## src/design/lcbr_pkg.sv

```systemverilog
// ----------------------------------------------------------------------------
// lcbr_pkg
// Types, character codes and message text of the LED command and button
// reporter.
// ----------------------------------------------------------------------------
package lcbr_pkg;

  localparam int BUTTONS = 7;

  localparam logic [7:0] CH_L      = 8'h4C;  // 'L'
  localparam logic [7:0] CH_R      = 8'h52;  // 'R'
  localparam logic [7:0] CH_G      = 8'h47;  // 'G'
  localparam logic [7:0] CH_B      = 8'h42;  // 'B'
  localparam logic [7:0] CH_G_LOW  = 8'h67;  // 'g'
  localparam logic [7:0] CH_T      = 8'h54;  // 'T'
  localparam logic [7:0] CH_ZERO   = 8'h30;  // '0'
  localparam logic [7:0] CH_ONE    = 8'h31;  // '1'
  localparam logic [7:0] CH_CR     = 8'h0D;
  localparam logic [7:0] CH_LF     = 8'h0A;

  localparam logic [1:0] PARSE_START  = 2'd0;
  localparam logic [1:0] PARSE_LETTER = 2'd1;
  localparam logic [1:0] PARSE_ACTION = 2'd2;

  localparam logic [1:0] LED_RED    = 2'd0;
  localparam logic [1:0] LED_GREEN  = 2'd1;
  localparam logic [1:0] LED_BLUE   = 2'd2;
  localparam logic [1:0] LED_GREEN2 = 2'd3;

  // one tick as classified by the front end
  typedef struct packed {
    logic [3:0]         leds;
    logic [BUTTONS-1:0] changed;
    logic [BUTTONS-1:0] pressed;
    logic               tx_ready;
  } job_t;

  function automatic logic [2:0] name_len(input logic [2:0] btn);
    logic [2:0] n;
    case (btn)
      3'd2:    n = 3'd5;
      3'd3:    n = 3'd2;
      default: n = 3'd4;
    endcase
    return n;
  endfunction

  function automatic logic [4:0] msg_len(input logic [2:0] btn, input logic released);
    logic [4:0] n;
    n = 5'(name_len(btn)) + (released ? 5'd9 : 5'd8) + 5'd2;
    return n;
  endfunction

  // byte k of "<NAME> PRESSED|RELEASED" CR LF
  function automatic logic [7:0] msg_byte(input logic [2:0] btn, input logic released,
                                          input logic [3:0] k);
    logic [39:0] name;
    logic [39:0] name_sh;
    logic [71:0] sfx;
    logic [71:0] sfx_sh;
    logic [3:0]  nl;
    logic [3:0]  sl;
    logic [3:0]  j;
    logic [7:0]  b;
    case (btn)
      3'd0:    name = "USER ";
      3'd1:    name = "LEFT ";
      3'd2:    name = "RIGHT";
      3'd3:    name = "UP   ";
      3'd4:    name = "DOWN ";
      3'd5:    name = "FIRE ";
      default: name = "MODE ";
    endcase
    nl      = 4'(name_len(btn));
    sfx     = released ? " RELEASED" : " PRESSED ";
    sl      = released ? 4'd9 : 4'd8;
    j       = k - nl;
    name_sh = name << {k[2:0], 3'b000};
    sfx_sh  = sfx << {j, 3'b000};
    if (k < nl) begin
      b = name_sh[39:32];
    end else if (j < sl) begin
      b = sfx_sh[71:64];
    end else if (j == sl) begin
      b = CH_CR;
    end else begin
      b = CH_LF;
    end
    return b;
  endfunction

endpackage

```

## src/design/lcbr_front.sv

```systemverilog
// ----------------------------------------------------------------------------
// lcbr_front
// Takes one tick, runs the command parser, updates the LEDs and pressed flags
// and hands the classified tick to the job queue.
// ----------------------------------------------------------------------------
module lcbr_front (
  input  logic                          clk,
  input  logic                          rst_n,
  input  logic                          cfg_wr_en,
  input  logic [lcbr_pkg::BUTTONS-1:0]  cfg_wr_data,
  input  logic                          accept,
  input  logic                          rx_valid,
  input  logic [7:0]                    rx_byte,
  input  logic [lcbr_pkg::BUTTONS-1:0]  button_levels,
  input  logic                          tx_ready,
  output lcbr_pkg::job_t                job
);

  logic [lcbr_pkg::BUTTONS-1:0] mask_r;
  logic [1:0]                   parse_r, parse_nxt;
  logic [1:0]                   chosen_r, chosen_nxt;
  logic [3:0]                   leds_r, leds_nxt;
  logic [lcbr_pkg::BUTTONS-1:0] pressed_r, pressed_nxt;
  logic [3:0]                   led_bit;

  assign led_bit     = 4'b0001 << chosen_r;
  assign pressed_nxt = button_levels ^ mask_r;

  always_comb begin
    parse_nxt  = parse_r;
    chosen_nxt = chosen_r;
    leds_nxt   = leds_r;
    if (rx_valid) begin
      case (parse_r)
        lcbr_pkg::PARSE_LETTER: begin
          parse_nxt = lcbr_pkg::PARSE_ACTION;
          case (rx_byte)
            lcbr_pkg::CH_R:     chosen_nxt = lcbr_pkg::LED_RED;
            lcbr_pkg::CH_G:     chosen_nxt = lcbr_pkg::LED_GREEN;
            lcbr_pkg::CH_B:     chosen_nxt = lcbr_pkg::LED_BLUE;
            lcbr_pkg::CH_G_LOW: chosen_nxt = lcbr_pkg::LED_GREEN2;
            default:            parse_nxt  = lcbr_pkg::PARSE_START;
          endcase
        end
        lcbr_pkg::PARSE_ACTION: begin
          parse_nxt = lcbr_pkg::PARSE_START;
          case (rx_byte)
            lcbr_pkg::CH_ZERO: leds_nxt = leds_r & ~led_bit;
            lcbr_pkg::CH_ONE:  leds_nxt = leds_r | led_bit;
            lcbr_pkg::CH_T:    leds_nxt = leds_r ^ led_bit;
            default:           leds_nxt = leds_r;
          endcase
        end
        default: begin
          parse_nxt = (rx_byte == lcbr_pkg::CH_L) ? lcbr_pkg::PARSE_LETTER
                                                  : lcbr_pkg::PARSE_START;
        end
      endcase
    end
  end

  always_comb begin
    job.leds     = leds_nxt;
    job.changed  = pressed_nxt ^ pressed_r;
    job.pressed  = pressed_nxt;
    job.tx_ready = tx_ready;
  end

  always_ff @(posedge clk) begin
    if (!rst_n) begin
      mask_r    <= lcbr_pkg::BUTTONS'(63);
      parse_r   <= lcbr_pkg::PARSE_START;
      chosen_r  <= lcbr_pkg::LED_RED;
      leds_r    <= '0;
      pressed_r <= '0;
    end else begin
      if (cfg_wr_en) begin
        mask_r <= cfg_wr_data;
      end
      if (accept) begin
        parse_r   <= parse_nxt;
        chosen_r  <= chosen_nxt;
        leds_r    <= leds_nxt;
        pressed_r <= pressed_nxt;
      end
    end
  end

endmodule

```

## src/design/lcbr_job_fifo.sv

```systemverilog
// ----------------------------------------------------------------------------
// lcbr_job_fifo
// Two-entry queue of classified ticks between the front and back ends.
// ----------------------------------------------------------------------------
module lcbr_job_fifo (
  input  logic           clk,
  input  logic           rst_n,
  input  logic           push,
  input  lcbr_pkg::job_t push_job,
  output logic           full,
  input  logic           pop,
  output logic           avail,
  output lcbr_pkg::job_t pop_job
);

  lcbr_pkg::job_t slot_r [2];
  logic           wr_ptr_r;
  logic           rd_ptr_r;
  logic [1:0]     count_r;

  assign full    = (count_r == 2'd2);
  assign avail   = (count_r != 2'd0);
  assign pop_job = slot_r[rd_ptr_r];

  always_ff @(posedge clk) begin
    if (push) begin
      slot_r[wr_ptr_r] <= push_job;
    end
  end

  always_ff @(posedge clk) begin
    if (!rst_n) begin
      wr_ptr_r <= 1'b0;
      rd_ptr_r <= 1'b0;
      count_r  <= 2'd0;
    end else begin
      if (push) begin
        wr_ptr_r <= ~wr_ptr_r;
      end
      if (pop) begin
        rd_ptr_r <= ~rd_ptr_r;
      end
      case ({push, pop})
        2'b10:   count_r <= count_r + 2'd1;
        2'b01:   count_r <= count_r - 2'd1;
        default: count_r <= count_r;
      endcase
    end
  end

endmodule

```

## src/design/lcbr_back.sv

```systemverilog
// ----------------------------------------------------------------------------
// lcbr_back
// Scans button changes, copies message text into the ring buffer one byte a
// cycle, sends at most one byte per tick and registers the tick's result.
// ----------------------------------------------------------------------------
module lcbr_back #(
  parameter int QUEUE_DEPTH = 128
) (
  input  logic           clk,
  input  logic           rst_n,
  input  logic           avail,
  input  lcbr_pkg::job_t job,
  output logic           pop,
  output logic           out_valid,
  input  logic           out_stall,
  output logic [3:0]     out_leds,
  output logic           out_tx_valid,
  output logic [7:0]     out_tx_char,
  output logic [7:0]     out_queue_level,
  output logic           out_message_dropped
);

  localparam int AW = $clog2(QUEUE_DEPTH);
  localparam int CW = $clog2(QUEUE_DEPTH + 1);
  localparam logic [AW-1:0] LAST_IDX = AW'(QUEUE_DEPTH - 1);
  localparam logic [CW:0]   DEPTH_V  = (CW + 1)'(QUEUE_DEPTH);

  localparam logic [2:0] ST_IDLE   = 3'd0;
  localparam logic [2:0] ST_SCAN   = 3'd1;
  localparam logic [2:0] ST_COPY   = 3'd2;
  localparam logic [2:0] ST_XMIT   = 3'd3;
  localparam logic [2:0] ST_RESULT = 3'd4;

  logic [7:0]     mem [QUEUE_DEPTH];
  logic [7:0]     rdata_r;

  logic [2:0]     state_r;
  lcbr_pkg::job_t job_r;
  logic [2:0]     btn_r;
  logic [3:0]     k_r;
  logic           dropped_r;
  logic           txv_r;
  logic [AW-1:0]  wr_idx_r;
  logic [AW-1:0]  rd_idx_r;
  logic [CW-1:0]  fill_r;
  logic           out_valid_r;
  logic [3:0]     leds_out_r;
  logic           txv_out_r;
  logic [7:0]     txc_out_r;
  logic [7:0]     level_out_r;
  logic           drop_out_r;

  logic           released;
  logic [4:0]     len;
  logic           fits;
  logic           last_btn;
  logic           do_write;
  logic           do_read;
  logic           out_free;
  logic [CW+7:0]  level_wide;

  assign released   = ~job_r.pressed[btn_r];
  assign len        = lcbr_pkg::msg_len(btn_r, released);
  assign fits       = ({1'b0, fill_r} + (CW + 1)'(len)) <= DEPTH_V;
  assign last_btn   = (btn_r == 3'(lcbr_pkg::BUTTONS - 1));
  assign do_write   = (state_r == ST_COPY);
  assign do_read    = (state_r == ST_XMIT) && job_r.tx_ready && (fill_r != '0);
  assign pop        = (state_r == ST_IDLE) && avail;
  assign out_free   = !out_valid_r || !out_stall;
  assign level_wide = {8'd0, fill_r};

  always_ff @(posedge clk) begin
    if (do_write) begin
      mem[wr_idx_r] <= lcbr_pkg::msg_byte(btn_r, released, k_r);
    end
    if (do_read) begin
      rdata_r <= mem[rd_idx_r];
    end
  end

  always_ff @(posedge clk) begin
    if (pop) begin
      job_r <= job;
    end
    if (state_r == ST_RESULT && out_free) begin
      leds_out_r  <= job_r.leds;
      txv_out_r   <= txv_r;
      txc_out_r   <= txv_r ? rdata_r : 8'd0;
      level_out_r <= level_wide[7:0];
      drop_out_r  <= dropped_r;
    end
  end

  always_ff @(posedge clk) begin
    if (!rst_n) begin
      state_r     <= ST_IDLE;
      btn_r       <= 3'd0;
      k_r         <= 4'd0;
      dropped_r   <= 1'b0;
      txv_r       <= 1'b0;
      wr_idx_r    <= '0;
      rd_idx_r    <= '0;
      fill_r      <= '0;
      out_valid_r <= 1'b0;
    end else begin
      if (state_r == ST_RESULT && out_free) begin
        out_valid_r <= 1'b1;
      end else if (out_valid_r && !out_stall) begin
        out_valid_r <= 1'b0;
      end
      case (state_r)
        ST_IDLE: begin
          if (avail) begin
            btn_r     <= 3'd0;
            dropped_r <= 1'b0;
            state_r   <= ST_SCAN;
          end
        end
        ST_SCAN: begin
          if (job_r.changed[btn_r] && fits) begin
            k_r     <= 4'd0;
            state_r <= ST_COPY;
          end else begin
            if (job_r.changed[btn_r]) begin
              dropped_r <= 1'b1;
            end
            btn_r   <= btn_r + 3'd1;
            state_r <= last_btn ? ST_XMIT : ST_SCAN;
          end
        end
        ST_COPY: begin
          wr_idx_r <= (wr_idx_r == LAST_IDX) ? '0 : wr_idx_r + AW'(1);
          fill_r   <= fill_r + CW'(1);
          k_r      <= k_r + 4'd1;
          if ({1'b0, k_r} == len - 5'd1) begin
            btn_r   <= btn_r + 3'd1;
            state_r <= last_btn ? ST_XMIT : ST_SCAN;
          end
        end
        ST_XMIT: begin
          txv_r <= do_read;
          if (do_read) begin
            rd_idx_r <= (rd_idx_r == LAST_IDX) ? '0 : rd_idx_r + AW'(1);
            fill_r   <= fill_r - CW'(1);
          end
          state_r <= ST_RESULT;
        end
        ST_RESULT: begin
          if (out_free) begin
            state_r <= ST_IDLE;
          end
        end
        default: state_r <= ST_IDLE;
      endcase
    end
  end

  assign out_valid           = out_valid_r;
  assign out_leds            = leds_out_r;
  assign out_tx_valid        = txv_out_r;
  assign out_tx_char         = txc_out_r;
  assign out_queue_level     = level_out_r;
  assign out_message_dropped = drop_out_r;

endmodule

```

## src/design/led_command_and_button_reporter.sv

```systemverilog
// ----------------------------------------------------------------------------
// led_command_and_button_reporter
// LED command parser and button change reporter with a ring message buffer.
// ----------------------------------------------------------------------------
// Each tick passes the front end, the job queue and the back end, where the
// seven-step button scan copies each changed button's message into the ring
// buffer one byte at a time through its single write port (up to 104 bytes
// when every button changes).
// The front end takes a new tick while the back end works, through a
// two-entry job queue. Synchronous active-low reset clears LEDs, flags,
// parser and buffer pointers; buffer contents are not cleared.
// ----------------------------------------------------------------------------
module led_command_and_button_reporter #(
  parameter int QUEUE_DEPTH = 128
) (
  input  logic       clk,
  input  logic       rst_n,
  input  logic       cfg_wr_en,
  input  logic [6:0] cfg_wr_data,
  input  logic       in_valid,
  output logic       in_stall,
  input  logic       in_rx_valid,
  input  logic [7:0] in_rx_byte,
  input  logic [6:0] in_button_levels,
  input  logic       in_tx_ready,
  output logic       out_valid,
  input  logic       out_stall,
  output logic       out_led_red,
  output logic       out_led_green,
  output logic       out_led_blue,
  output logic       out_led_second_green,
  output logic       out_tx_valid,
  output logic [7:0] out_tx_char,
  output logic [7:0] out_queue_level,
  output logic       out_message_dropped
);

  lcbr_pkg::job_t front_job;
  lcbr_pkg::job_t back_job;
  logic           fifo_full;
  logic           fifo_avail;
  logic           fifo_pop;
  logic           accept;
  logic [3:0]     leds;

  assign in_stall = fifo_full;
  assign accept   = in_valid && !fifo_full;

  lcbr_front u_front (
    .clk           (clk),
    .rst_n         (rst_n),
    .cfg_wr_en     (cfg_wr_en),
    .cfg_wr_data   (cfg_wr_data),
    .accept        (accept),
    .rx_valid      (in_rx_valid),
    .rx_byte       (in_rx_byte),
    .button_levels (in_button_levels),
    .tx_ready      (in_tx_ready),
    .job           (front_job)
  );

  lcbr_job_fifo u_fifo (
    .clk      (clk),
    .rst_n    (rst_n),
    .push     (accept),
    .push_job (front_job),
    .full     (fifo_full),
    .pop      (fifo_pop),
    .avail    (fifo_avail),
    .pop_job  (back_job)
  );

  lcbr_back #(
    .QUEUE_DEPTH (QUEUE_DEPTH)
  ) u_back (
    .clk                 (clk),
    .rst_n               (rst_n),
    .avail               (fifo_avail),
    .job                 (back_job),
    .pop                 (fifo_pop),
    .out_valid           (out_valid),
    .out_stall           (out_stall),
    .out_leds            (leds),
    .out_tx_valid        (out_tx_valid),
    .out_tx_char         (out_tx_char),
    .out_queue_level     (out_queue_level),
    .out_message_dropped (out_message_dropped)
  );

  assign out_led_red          = leds[0];
  assign out_led_green        = leds[1];
  assign out_led_blue         = leds[2];
  assign out_led_second_green = leds[3];

endmodule

```

## config.mk

```make
export PLATFORM = sky130hd
export DESIGN_NAME = led_command_and_button_reporter
export DESIGN_NICKNAME = d
export VERILOG_FILES = /design/src/design/lcbr_pkg.sv /design/src/design/lcbr_front.sv /design/src/design/lcbr_job_fifo.sv /design/src/design/lcbr_back.sv /design/src/design/led_command_and_button_reporter.sv
export SDC_FILE = /design/constraint.sdc
export NUM_CORES = 1
export LEC_CHECK = 0
export BUFFER_PORTS_ARGS = -buffer_cell sky130_fd_sc_hd__buf_2
export CAP_MARGIN = 10
export CORE_ASPECT_RATIO = 1.25
export CORE_MARGIN = 1
export CORE_UTILIZATION = 51
export DETAILED_ROUTE_END_ITERATION = 6
export PLACE_DENSITY_LB_ADDON = 0.12
export SLEW_MARGIN = 25
export SYNTH_ARGS = -nofsm -noshare
export SYNTH_HDL_FRONTEND = slang
export SYNTH_SLANG_ARGS = --single-unit
```

## constraint.sdc

```tcl
create_clock -name clk -period 9.48 [get_ports clk]
set_input_delay 0.474 -clock clk [delete_from_list [all_inputs] [get_ports clk]]
set_output_delay 0.474 -clock clk [all_outputs]
set_load 0.01 [all_outputs]
```

==> impl_metrics.env <==
export IMPL_row_count=117
export IMPL_synthesis_nets=2265
export IMPL_drtAntennaViolNets=0
export IMPL_gp_congestion=0.848
export IMPL_cp_slowest_stage_delay_ps=750
export IMPL_dpl_hpwl_mm=56.1
export IMPL_path_cells="clkinv_1 -> ha_1 -> inv_1 -> nor2_1 -> ha_1 -> a21oi_1 -> xnor2_1 -> o311ai_0 -> nor2_1 -> o22a_4 -> buf_4"
export IMPL_synth_edff_count=981
export IMPL_leakage_nw=14.8
export IMPL_relSlewSlack=0.297
export IMPL_start_util=0.517
export IMPL_synth_area_top_cells="edfxtp_1 70%, mux4_2 16%, dfxtp_1 2.9%, nor2_1 1.6%, ha_1 1.3%"
export IMPL_worst_pin_slew_ps=1050
export IMPL_grt_usage=0.222
export IMPL_first_pass_iters=6
export IMPL_synth_top_area_share=0.697
export IMPL_finalNonFillerCells=3397
export IMPL_preCtsSetupSlack_ps=4040
export IMPL_synth_top_family_by_area="multiplexers"
export IMPL_critPathArrivalTime_ps=5830
export IMPL_worst_hold_path_type="input port to flop"
export IMPL_clock_sinks=1042
export IMPL_crit_buf_inv=3
export IMPL_diodes=0
export IMPL_synth_most_common_cell="edfxtp_1"
export IMPL_die_h_um=324
export IMPL_status="finished, final reports clean"
export IMPL_synthToLayoutAreaGrowth_pct=10.9
export IMPL_wl_per_cell_um=26.6
export IMPL_fin_nets=2321
export IMPL_fin_util=0.573
export IMPL_critPathLaunchType="flop"
export IMPL_grt_max_degree=125
export IMPL_async_flop_share=0
export IMPL_clock_latency_ps=670
export IMPL_cts_buffers=98
export IMPL_post_place_cells=3208
export IMPL_cpLargestDelayFamily="buffers and inverters"
export IMPL_synth_compound_gate_area_share=0.0214
export IMPL_root_buffer="clkbuf_16"
export IMPL_reg2reg_slack_ps=3980
export IMPL_drt_wl_total_mm=90.5
export IMPL_coreArea_sq_um=81800
export IMPL_ir_worst_vdd_mv=0.167
export IMPL_synth_simple_area_share=0.0470
export IMPL_crit_type="flop to flop"
export IMPL_cts_resized=0
export IMPL_antenna_found_initial=1
export IMPL_clk_path_buf_depth=3
export IMPL_io_pins=53
export IMPL_crit_slowest_cell="buf_4"
export IMPL_finalHoldViolations=0
export IMPL_max_freq_mhz=182
export IMPL_drv_cap=0
export IMPL_io_buffers=51
export IMPL_die_area_sq_um=84100
export IMPL_multi_input_area_sq_um=11000
export IMPL_layout_drive_gt1_share=0.242
export IMPL_synth_xor_area_share=0.00932
export IMPL_drt_vias_per_instance=5.99
export IMPL_finClkSkew_ps=25.4
export IMPL_yosysWarnings=0
export IMPL_synth_area_sq_um=42300
export IMPL_grt_overflow=0
export IMPL_cp_end_kind="flop"
export IMPL_p_per_area_nw_per_um2=217
export IMPL_htree_levels=3
export IMPL_syn_area_per_cell_sq_um=19.3
export IMPL_synthAdderAreaFrac=0.0141
export IMPL_drv_slew=0
export IMPL_setup_ws_ps=3980
export IMPL_crit_required_ps=9810
export IMPL_cp_max_fo=92
export IMPL_synthFlopType="edfxtp_1"
export IMPL_route_detailed_drc=0
export IMPL_die_width_um=260
export IMPL_synthCells=2190
export IMPL_n_fill_cell=6002
export IMPL_rsz0062_at_grt="no"
export IMPL_fin_crit_ps=5500
export IMPL_ys_seq_area_frac=0.725
export IMPL_fin_crit_sh=0.580
export IMPL_grt_pass1_wl_mm=136
export IMPL_setup_tns_ps=0
export IMPL_hold_ws_ps=89.3
export IMPL_ys_types=68
export IMPL_synthMuxAreaShare=0.167
export IMPL_synthTopCellsByCount="981 x edfxtp_1, 296 x mux4_2, 184 x nor2_1"
export IMPL_ys_ff_latch=1042
export IMPL_dr_total_vias=20346
export IMPL_drt_iter0_markers=1678
export IMPL_register_area_sq_um=30700
export IMPL_cts_tree="yes"
export IMPL_synth_top_area_cell="edfxtp_1"
export IMPL_setup_viol=0
export IMPL_grt_pass1_vias=21235
export IMPL_clk_pin_slew_ps=60
[area by class of cell]
cell class,instances,area share
repair buffers,82,0.0125
multi-input cells,986,0.235
well taps,1071,0.0286
clock buffers,124,0.0553
clock inverters,56,0.0109
inverters,36,0.00288
flip-flops and latches,1042,0.654
[registers in the layout, indices dropped and copies added, names as in the netlist, 2 cells and up]
name                    flops
u_back.btn_r                3
u_back.fill_r               8
u_back.job_r               19
u_back.k_r                  4
u_back.mem                896
u_back.out_leds             4
u_back.out_queue_level      8
u_back.out_tx_char          7
u_back.rd_idx_r             7
u_back.rdata_r              7
u_back.state_r              3
u_back.wr_idx_r             7
u_fifo.count_r              2
u_fifo.slot_r              38
u_front.chosen_r            2
u_front.leds_r              4
u_front.mask_r              7
u_front.parse_r             2
u_front.pressed_r           7
[metrics by stage]
step           power [mW]  instance area [sq um]
2_1_floorplan        6.13                  42300
3_3_place_gp         6.35                  43600
3_5_place_dp         6.42                  43700
4_1_cts              10.2                  46800
5_1_grt              10.5                  46900
6_report             10.2                  46900
[layout by cell type, fill, tap and decap left out, drive strengths merged, types with 27 or more instances in the layout]
| cell | instances |
|---|---|
| clkinv | 43 |
| ha | 43 |
| clkbuf | 124 |
| dfxtp | 61 |
| nand2 | 89 |
| o21ai | 44 |
| and2 | 28 |
| mux4 | 296 |
| inv | 40 |
| buf | 75 |
| a21oi | 27 |
| edfxtp | 981 |
| nand3 | 31 |
| nor2 | 184 |
[cell families after synthesis]
group | count (synthesis)
compound gates | 137
xor+xnor | 45
fa+ha+maj | 46
buf+inv | 162
flops | 1042
mux | 332
other cells | 1
simple gates | 425
[path summary, 6_finish.rpt]
kind / startpoint / end / depth (start not counted)
hold / removal: cfg_wr_data[6] / u_front.mask_r[6]$_SDFFE_PN0P_ / 3
setup / recovery: u_back.btn_r[2]$_SDFFE_PN0P_ / u_back.mem[85][1]$_DFFE_PP_ / 11
hold reg to reg: u_back.job_r[17]$_DFFE_PP_ / u_back.out_leds[2]$_DFFE_PP_ / 0
setup reg to reg: u_back.btn_r[2]$_SDFFE_PN0P_ / u_back.mem[85][1]$_DFFE_PP_ / 11
[where the power goes]
group          internal (mW)  switching [mW]  leakage, nW
Sequential              5.43          0.0613         9.67
Combinational          0.225           0.600         3.57
Clock                   2.16            1.68         1.53
Total                   7.81            2.34         14.8
[per-layer routing]
| layer | wire, um | vias up | GRT usage |
|---|---|---|---|
| met4 | 2340 | 0 | 0.0720 |
| met5 | 0 | - | 0 |
| met1 | 36000 | 10747 | 0.285 |
| met3 | 3770 | 128 | 0.0256 |
| met2 | 48400 | 532 | 0.393 |
| li1 | - | 8939 | - |
[worst reg2reg max path, stage by stage (launching register included)]
cell and delay, ps:
dfxtp_1 640, clkinv_1 380, ha_1 460, inv_1 290, nor2_1 110, ha_1 400
a21oi_1 100, xnor2_1 740, o311ai_0 540, nor2_1 260, o22a_4 390, buf_4 780
[timing repair]
action | 4_1_cts | 5_1_grt
setup buffers | 0 | 0
hold endpoints to repair | 8 | 0
hold buffers | 7 | 0
Note: power is estimated with default switching activity, not from simulation.
